## config.mk

```make
export PLATFORM = sky130hd
export DESIGN_NAME = adll_ctrl
export DESIGN_NICKNAME = d
export VERILOG_FILES = /design/src/adll_pkg.sv /design/src/adll_ctrl.sv
export VERILOG_INCLUDE_DIRS = /design/src /design/src/src
export SDC_FILE = /design/constraint.sdc
export NUM_CORES = 1
export LEC_CHECK = 0
export BUFFER_PORTS_ARGS = -buffer_cell sky130_fd_sc_hd__buf_2
export CORE_MARGIN = 3
export CORE_UTILIZATION = 52
export CTS_CLUSTER_DIAMETER = 50
export DETAILED_ROUTE_END_ITERATION = 7
export MAX_ROUTING_LAYER = met4
export PLACE_DENSITY = 0.79
export SKIP_LAST_GASP = 1
export SLEW_MARGIN = 20
export SYNTH_ARGS = -nofsm -noshare
export SYNTH_HDL_FRONTEND = slang
export SYNTH_SLANG_ARGS = --single-unit
```

## constraint.sdc

```tcl
create_clock -name clk -period 2.06 [get_ports clk]
set_clock_uncertainty 0.1 [all_clocks]
set_input_delay 0.206 -clock clk [delete_from_list [all_inputs] [get_ports clk]]
set_output_delay 0.206 -clock clk [all_outputs]
set_load 0.05 [all_outputs]
```

## src/assert_macros.svh

```systemverilog
// Assertion helpers shared by the list core modules.
// Each macro samples on clk and is disabled while rst is high.
`ifndef ASSERT_MACROS_SVH
`define ASSERT_MACROS_SVH
`ifndef ASSERT_OFF
`define ASSERT_ALWAYS(label, expr, msg) \
  label: assert property (@(posedge clk) disable iff (rst) (expr)) else $error(msg);
`define ASSERT_IMPLIES(label, ante, cons, msg) \
  label: assert property (@(posedge clk) disable iff (rst) (ante) |-> (cons)) else $error(msg);
`define ASSERT_NEXT(label, ante, cons, msg) \
  label: assert property (@(posedge clk) disable iff (rst) (ante) |=> (cons)) else $error(msg);
`else
`define ASSERT_ALWAYS(label, expr, msg)
`define ASSERT_IMPLIES(label, ante, cons, msg)
`define ASSERT_NEXT(label, ante, cons, msg)
`endif
`endif

```

## src/adll_pkg.sv

```systemverilog
`timescale 1ns / 1ps
// ----------------------------------------------------------------------------
// adll_pkg
// Types and codes for the array-backed doubly linked list core.
// ----------------------------------------------------------------------------
package adll_pkg;

  localparam int ADDR_W = 11;
  localparam int POS_W  = 10;
  localparam int DATA_W = 32;

  typedef enum logic [3:0] {
    CMD_PUSH_BACK  = 4'd0,
    CMD_PUSH_FRONT = 4'd1,
    CMD_POP_BACK   = 4'd2,
    CMD_POP_FRONT  = 4'd3,
    CMD_INSERT     = 4'd4,
    CMD_ERASE      = 4'd5,
    CMD_READ       = 4'd6,
    CMD_FIND       = 4'd7,
    CMD_CLEAR      = 4'd8
  } cmd_t;

  typedef enum logic [1:0] {
    ST_OK    = 2'd0,
    ST_FULL  = 2'd1,
    ST_EMPTY = 2'd2,
    ST_BAD   = 2'd3
  } status_t;

  // request and response payloads
  typedef struct packed {
    logic [3:0]               command;
    logic [ADDR_W-1:0]        node_addr;
    logic [POS_W-1:0]         position;
    logic signed [DATA_W-1:0] value;
  } req_t;

  typedef struct packed {
    logic [1:0]               status;
    logic [ADDR_W-1:0]        result_addr;
    logic signed [DATA_W-1:0] read_value;
    logic [ADDR_W-1:0]        prev_addr;
    logic [ADDR_W-1:0]        next_addr;
    logic [ADDR_W-1:0]        count;
    logic                     is_empty;
  } rsp_t;

  // datapath operations issued by the controller
  typedef enum logic [3:0] {
    OP_NONE,
    OP_LOAD,
    OP_READ_ADDR,
    OP_READ_T,
    OP_SET_PUSHB,
    OP_SET_PUSHF,
    OP_SET_INS,
    OP_SET_T_BACK,
    OP_SET_T_FRONT,
    OP_SET_T_ADDR,
    OP_WR_NODE,
    OP_LINK,
    OP_UNLINK,
    OP_STEP,
    OP_REPORT,
    OP_ERR
  } op_t;

  typedef struct packed {
    op_t     op;
    status_t err;
    logic    clear;
  } dp_cmd_t;

  typedef struct packed {
    logic [3:0] cmd;
    logic       full;
    logic       empty;
    logic       addr_head;
    logic       addr_ok;
    logic       rd_live;
    logic       pos_bad;
    logic       walk_done;
  } dp_stat_t;

endpackage

```

## src/adll_ctrl.sv

```systemverilog
`timescale 1ns / 1ps
// ----------------------------------------------------------------------------
// adll_ctrl
// Command sequencer: decodes each request and steps the datapath through
// its reads, link updates and list walk.
// ----------------------------------------------------------------------------
module adll_ctrl (
  input  logic               clk,
  input  logic               rst,
  input  logic               in_valid,
  output logic               in_ready,
  output logic               out_valid,
  input  logic               out_ready,
  input  adll_pkg::dp_stat_t stat,
  output adll_pkg::dp_cmd_t  cmd
);
  import adll_pkg::*;
`include "assert_macros.svh"

  typedef enum logic [3:0] {
    S_IDLE, S_DECODE, S_INS_CHK, S_LINK1, S_LINK2,
    S_READT, S_CHK, S_WALK, S_STEP, S_DONE
  } state_t;

  state_t state, state_next;

  assign in_ready  = (state == S_IDLE);
  assign out_valid = (state == S_DONE);

  // next state and datapath operation
  always_comb begin
    state_next = state;
    cmd.op     = OP_NONE;
    cmd.err    = ST_OK;
    cmd.clear  = 1'b0;
    unique case (state)
      S_IDLE: begin
        if (in_valid) begin
          cmd.op     = OP_LOAD;
          state_next = S_DECODE;
        end
      end
      S_DECODE: begin
        state_next = S_DONE;
        cmd.op     = OP_ERR;
        unique case (cmd_t'(stat.cmd))
          CMD_PUSH_BACK, CMD_PUSH_FRONT: begin
            if (stat.full) begin
              cmd.err = ST_FULL;
            end else begin
              cmd.op     = (cmd_t'(stat.cmd) == CMD_PUSH_BACK) ? OP_SET_PUSHB : OP_SET_PUSHF;
              state_next = S_LINK1;
            end
          end
          CMD_INSERT: begin
            priority if (stat.addr_head && stat.full) begin
              cmd.err = ST_FULL;
            end else if (stat.addr_head) begin
              cmd.op     = OP_SET_PUSHF;
              state_next = S_LINK1;
            end else if (!stat.addr_ok) begin
              cmd.err = ST_BAD;
            end else begin
              cmd.op     = OP_READ_ADDR;
              state_next = S_INS_CHK;
            end
          end
          CMD_POP_BACK, CMD_POP_FRONT: begin
            if (stat.empty) begin
              cmd.err = ST_EMPTY;
            end else begin
              cmd.op     = (cmd_t'(stat.cmd) == CMD_POP_BACK) ? OP_SET_T_BACK : OP_SET_T_FRONT;
              state_next = S_READT;
            end
          end
          CMD_ERASE: begin
            priority if (stat.empty) begin
              cmd.err = ST_EMPTY;
            end else if (!stat.addr_ok) begin
              cmd.err = ST_BAD;
            end else begin
              cmd.op     = OP_SET_T_ADDR;
              state_next = S_READT;
            end
          end
          CMD_READ: begin
            if (!stat.addr_ok) begin
              cmd.err = ST_BAD;
            end else begin
              cmd.op     = OP_SET_T_ADDR;
              state_next = S_READT;
            end
          end
          CMD_FIND: begin
            priority if (stat.empty) begin
              cmd.err = ST_EMPTY;
            end else if (stat.pos_bad) begin
              cmd.err = ST_BAD;
            end else begin
              cmd.op     = OP_SET_T_FRONT;
              state_next = S_WALK;
            end
          end
          CMD_CLEAR: cmd.clear = 1'b1;
          default: begin
          end
        endcase
      end
      // insert target read back: check it is linked and the list is not full
      S_INS_CHK: begin
        priority if (!stat.rd_live) begin
          cmd.op     = OP_ERR;
          cmd.err    = ST_BAD;
          state_next = S_DONE;
        end else if (stat.full) begin
          cmd.op     = OP_ERR;
          cmd.err    = ST_FULL;
          state_next = S_DONE;
        end else begin
          cmd.op     = OP_SET_INS;
          state_next = S_LINK1;
        end
      end
      S_LINK1: begin
        cmd.op     = OP_WR_NODE;
        state_next = S_LINK2;
      end
      S_LINK2: begin
        cmd.op     = OP_LINK;
        state_next = S_DONE;
      end
      S_READT: begin
        cmd.op     = OP_READ_T;
        state_next = S_CHK;
      end
      // node data is in; unlink, report or flag an error
      S_CHK: begin
        state_next = S_DONE;
        unique case (cmd_t'(stat.cmd))
          CMD_POP_BACK, CMD_POP_FRONT: cmd.op = OP_UNLINK;
          CMD_ERASE: begin
            cmd.op  = stat.rd_live ? OP_UNLINK : OP_ERR;
            cmd.err = ST_BAD;
          end
          CMD_READ: begin
            cmd.op  = stat.rd_live ? OP_REPORT : OP_ERR;
            cmd.err = ST_BAD;
          end
          CMD_FIND: cmd.op = OP_REPORT;
          default:  cmd.op = OP_ERR;
        endcase
      end
      // walk one link per read and step
      S_WALK: begin
        cmd.op     = OP_READ_T;
        state_next = stat.walk_done ? S_CHK : S_STEP;
      end
      S_STEP: begin
        cmd.op     = OP_STEP;
        state_next = S_WALK;
      end
      S_DONE: begin
        if (out_ready) state_next = S_IDLE;
      end
      default: state_next = S_IDLE;
    endcase
  end

  always_ff @(posedge clk) begin
    if (rst) begin
      state <= S_IDLE;
    end else begin
      state <= state_next;
    end
  end

  `ASSERT_ALWAYS(a_one_side, !(in_ready && out_valid), "request and response open together")
  `ASSERT_NEXT(a_accept_decode, in_valid && in_ready, state == S_DECODE, "accept not decoded")
  `ASSERT_NEXT(a_hold_resp, out_valid && !out_ready, out_valid, "response dropped")
endmodule

```

==> metrics.txt <==
status complete, no violations; total die area about 2300 um2; WL final 2.61 mm; Leak between 0.4 and 0.5 nW; Inserted Clock Buffers 3; area grow syn2layout 16.2%; sequential area share after synthesis 8.70%; Die Y 48.1 um; Detailed Routing Iterations Pass 1 4; total power 0.724 mW; Crit-path slowest cell dfxtp_1; Netlist cell types 48; PortBufs 23; Layout Utilization between 60% and 70%; fmax 505 MHz; placed instance count 180; ANT cells 0; DR vias about 1100; max reg flops 4; ys async rst share 0%; Tmin final 1.98 ns; Mapped Avg Cell Area about 6.6 um2; vias in the first global route 929; Synth Flop Type dfxtp_1; CP Data Arrival Time between 1.5 and 2 ns; cts hold-fix bufs 0; core area 1590 um2; Worst-Skew Late Latency between 0.2 and 0.25 ns; Final #Nets 177; I/O pins 24; crit share post-route slightly below 100%; setup tns final 0 ns; Max transition margin 73.2%; TritonCTS clock tree yes; busiest grt layer met2; Yosys top cell area share slightly below 9%; DRC violations left 0; initial antenna violation count 0; Largest Register state; CP Capture Type primary output; row count 14; Largest regs state x4; Root Driver clkbuf_4; Max Cap Viol 0; top cells by area, synth dfxtp_1, nor2_1, o21ai_0; CP Max Fanout 16; RSZ-0062 raised after global routing no; critical path, cell by cell buf_4 > nand2b_4 > nor2_1 > o21a_1 > nand2_1 > o21ai_1 > buf_2; clock buffer depth 2; Cells after Synth 140; post-synthesis net count 155; Worst Path Class, Setup reg -> out; PwrDens 676 nW/um2; hpwl dp between 2 and 2.5 mm; Warnings, synthesis 0; Avg WL per Cell about 14 um; Final Hold Fails 0; top cell type by total area after synthesis dfxtp_1; largest net degree at the start of global routing 19; Peak VDD IR 0.000641 V; gpl congestion around 0.95; flops & latches, synth 4; Initial DRC Count 83; GR Util met3 3.01%; # fillers around 150; Worst Path Required 1.75 ns; vias per inst 6.01; first-pass GRT wire length between 4 and 5 mm; Pins Over Slew Limit 0; CTS Sinks 4; met2 Usage GRT 37.7%; Post-Layout Cell Count 184; Final setup viols 0; Post-DRT Antenna Nets 0; Worst Hold Class in -> reg; share of cells above drive strength 1 27.5%; Cell Area, Synth 921 um2; Worst-Margin Slew 0.398 ns; GRT met1 Usage between 30 and 40%; crit start category flop; Initial Util 57.8%; Post-synth EDFFs 0; DIE WIDTH 48.1 um; H-tree depth 1; gr ovfl total 0; Total GRT Usage 25.3%; peak per-stage delay on the critical path 0.30 ns; Reg clk slew, reported paths 0.04 ns
[synth_stat cells (2+ instances only)]
cell,instances
o21a_1,4
buf_2,5
mux2i_1,2
a21oi_1,11
a22oi_1,3
inv_1,6
nor3_1,4
nand3_1,6
dfxtp_1,4
o211ai_1,2
clkbuf_1,2
nand2b_1,6
nand2_1,9
a211oi_1,2
or2b_1,2
buf_6,3
nor2_1,17
o31ai_1,4
nor2b_1,2
or2_2,2
and3_1,2
o21ai_0,12
nor3b_1,2
a31oi_1,4
[cell type report]
type                            count  area (um2)  share of cell area, %
Multi-Input combinational cell    118         749                   70.1
Sequential cell                     4        80.1                   7.49
Timing Repair Buffer               29         165                   15.4
Tap cell                           24        30.0                   2.81
Inverter                            6        22.5                   2.11
Clock buffer                        3        22.5                   2.11
[routing by layer]
metal  vias to the layer above  wire [um]
met5                         -          0
met4                         0         18
met3                         2        244
met2                        57       1220
met1                       489       1130
li1                        557          -
[repair_timing]
item,in CTS,in global routing
setup endpoints to repair,2,3
buffers inserted,0,1
pin swaps,0,1
resized for setup,2,0
[per-stage QoR]
step	hold slack [ns]	setup WS (ns)	cell area, um2
2_1_floorplan	0.175	0.121	931
4_1_cts	0.0696	0.00776	1060
6_report	0.0798	0.0807	1070
3_3_place_gp	0.326	0.244	1030
5_1_grt	0.102	0.00798	1070
3_5_place_dp	0.323	0.194	1030
[critical path, delay by kind of cell, from the launching register on]
kind | cells | cell delay (ns)
DFF | 1 | 0.30
and+or+nand+nor | 3 | 0.41
buffers and inverters | 2 | 0.47
AOI/OAI and AO/OA | 2 | 0.26
[logic make-up after synthesis]
| kind of cell | Yosys count | share of synthesized area, % |
|---|---|---|
| AOI/OAI and AO/OA | 53 | 37.8 |
| xor gates and xnor gates | 1 | 0.951 |
| buffers and inverters | 18 | 11.0 |
| DFF | 4 | 8.70 |
| muxes | 2 | 2.17 |
| and+or+nand+nor | 62 | 39.4 |
[path summary, 6_finish.rpt]
| kind | start | endpoint | slack [ns] | depth (start not counted) |
|---|---|---|---|---|
| worst min register to register | state[0] | state[0] | 0.65 | 4 |
| worst min-delay path | rst | state[1] | 0.08 | 2 |
| worst max-delay path | state[0] | cmd[1] | 0.08 | 7 |
| worst max register to register | state[3] | state[3] | 0.52 | 6 |
[where the power goes]
part | internal [mW] | leakage [nW] | total, mW | switching (mW)
Combinational | 0.179 | 0.380 | 0.526 | 0.347
Clock | 0.0654 | 0.0138 | 0.101 | 0.0355
Sequential | 0.0884 | 0.0326 | 0.0965 | 0.00815
[cell usage in the layout (no fill, tap or decap), drive strengths merged, types with 3 or more instances in the layout]
| cell type | Yosys | final |
|---|---|---|
| o31ai | 4 | 4 |
| a21oi | 11 | 11 |
| nor3 | 5 | 5 |
| buf | 9 | 29 |
| o21a | 4 | 4 |
| nand2b | 8 | 8 |
| nand3 | 6 | 6 |
| a22oi | 3 | 3 |
| nor2 | 17 | 17 |
| a31oi | 4 | 4 |
| nand2 | 9 | 9 |
| a211oi | 3 | 3 |
| inv | 6 | 6 |
| dfxtp | 4 | 4 |
| clkbuf | 3 | 3 |
| or2 | 3 | 3 |
| o21ai | 13 | 13 |
Note: power is estimated with default switching activity, not from simulation.
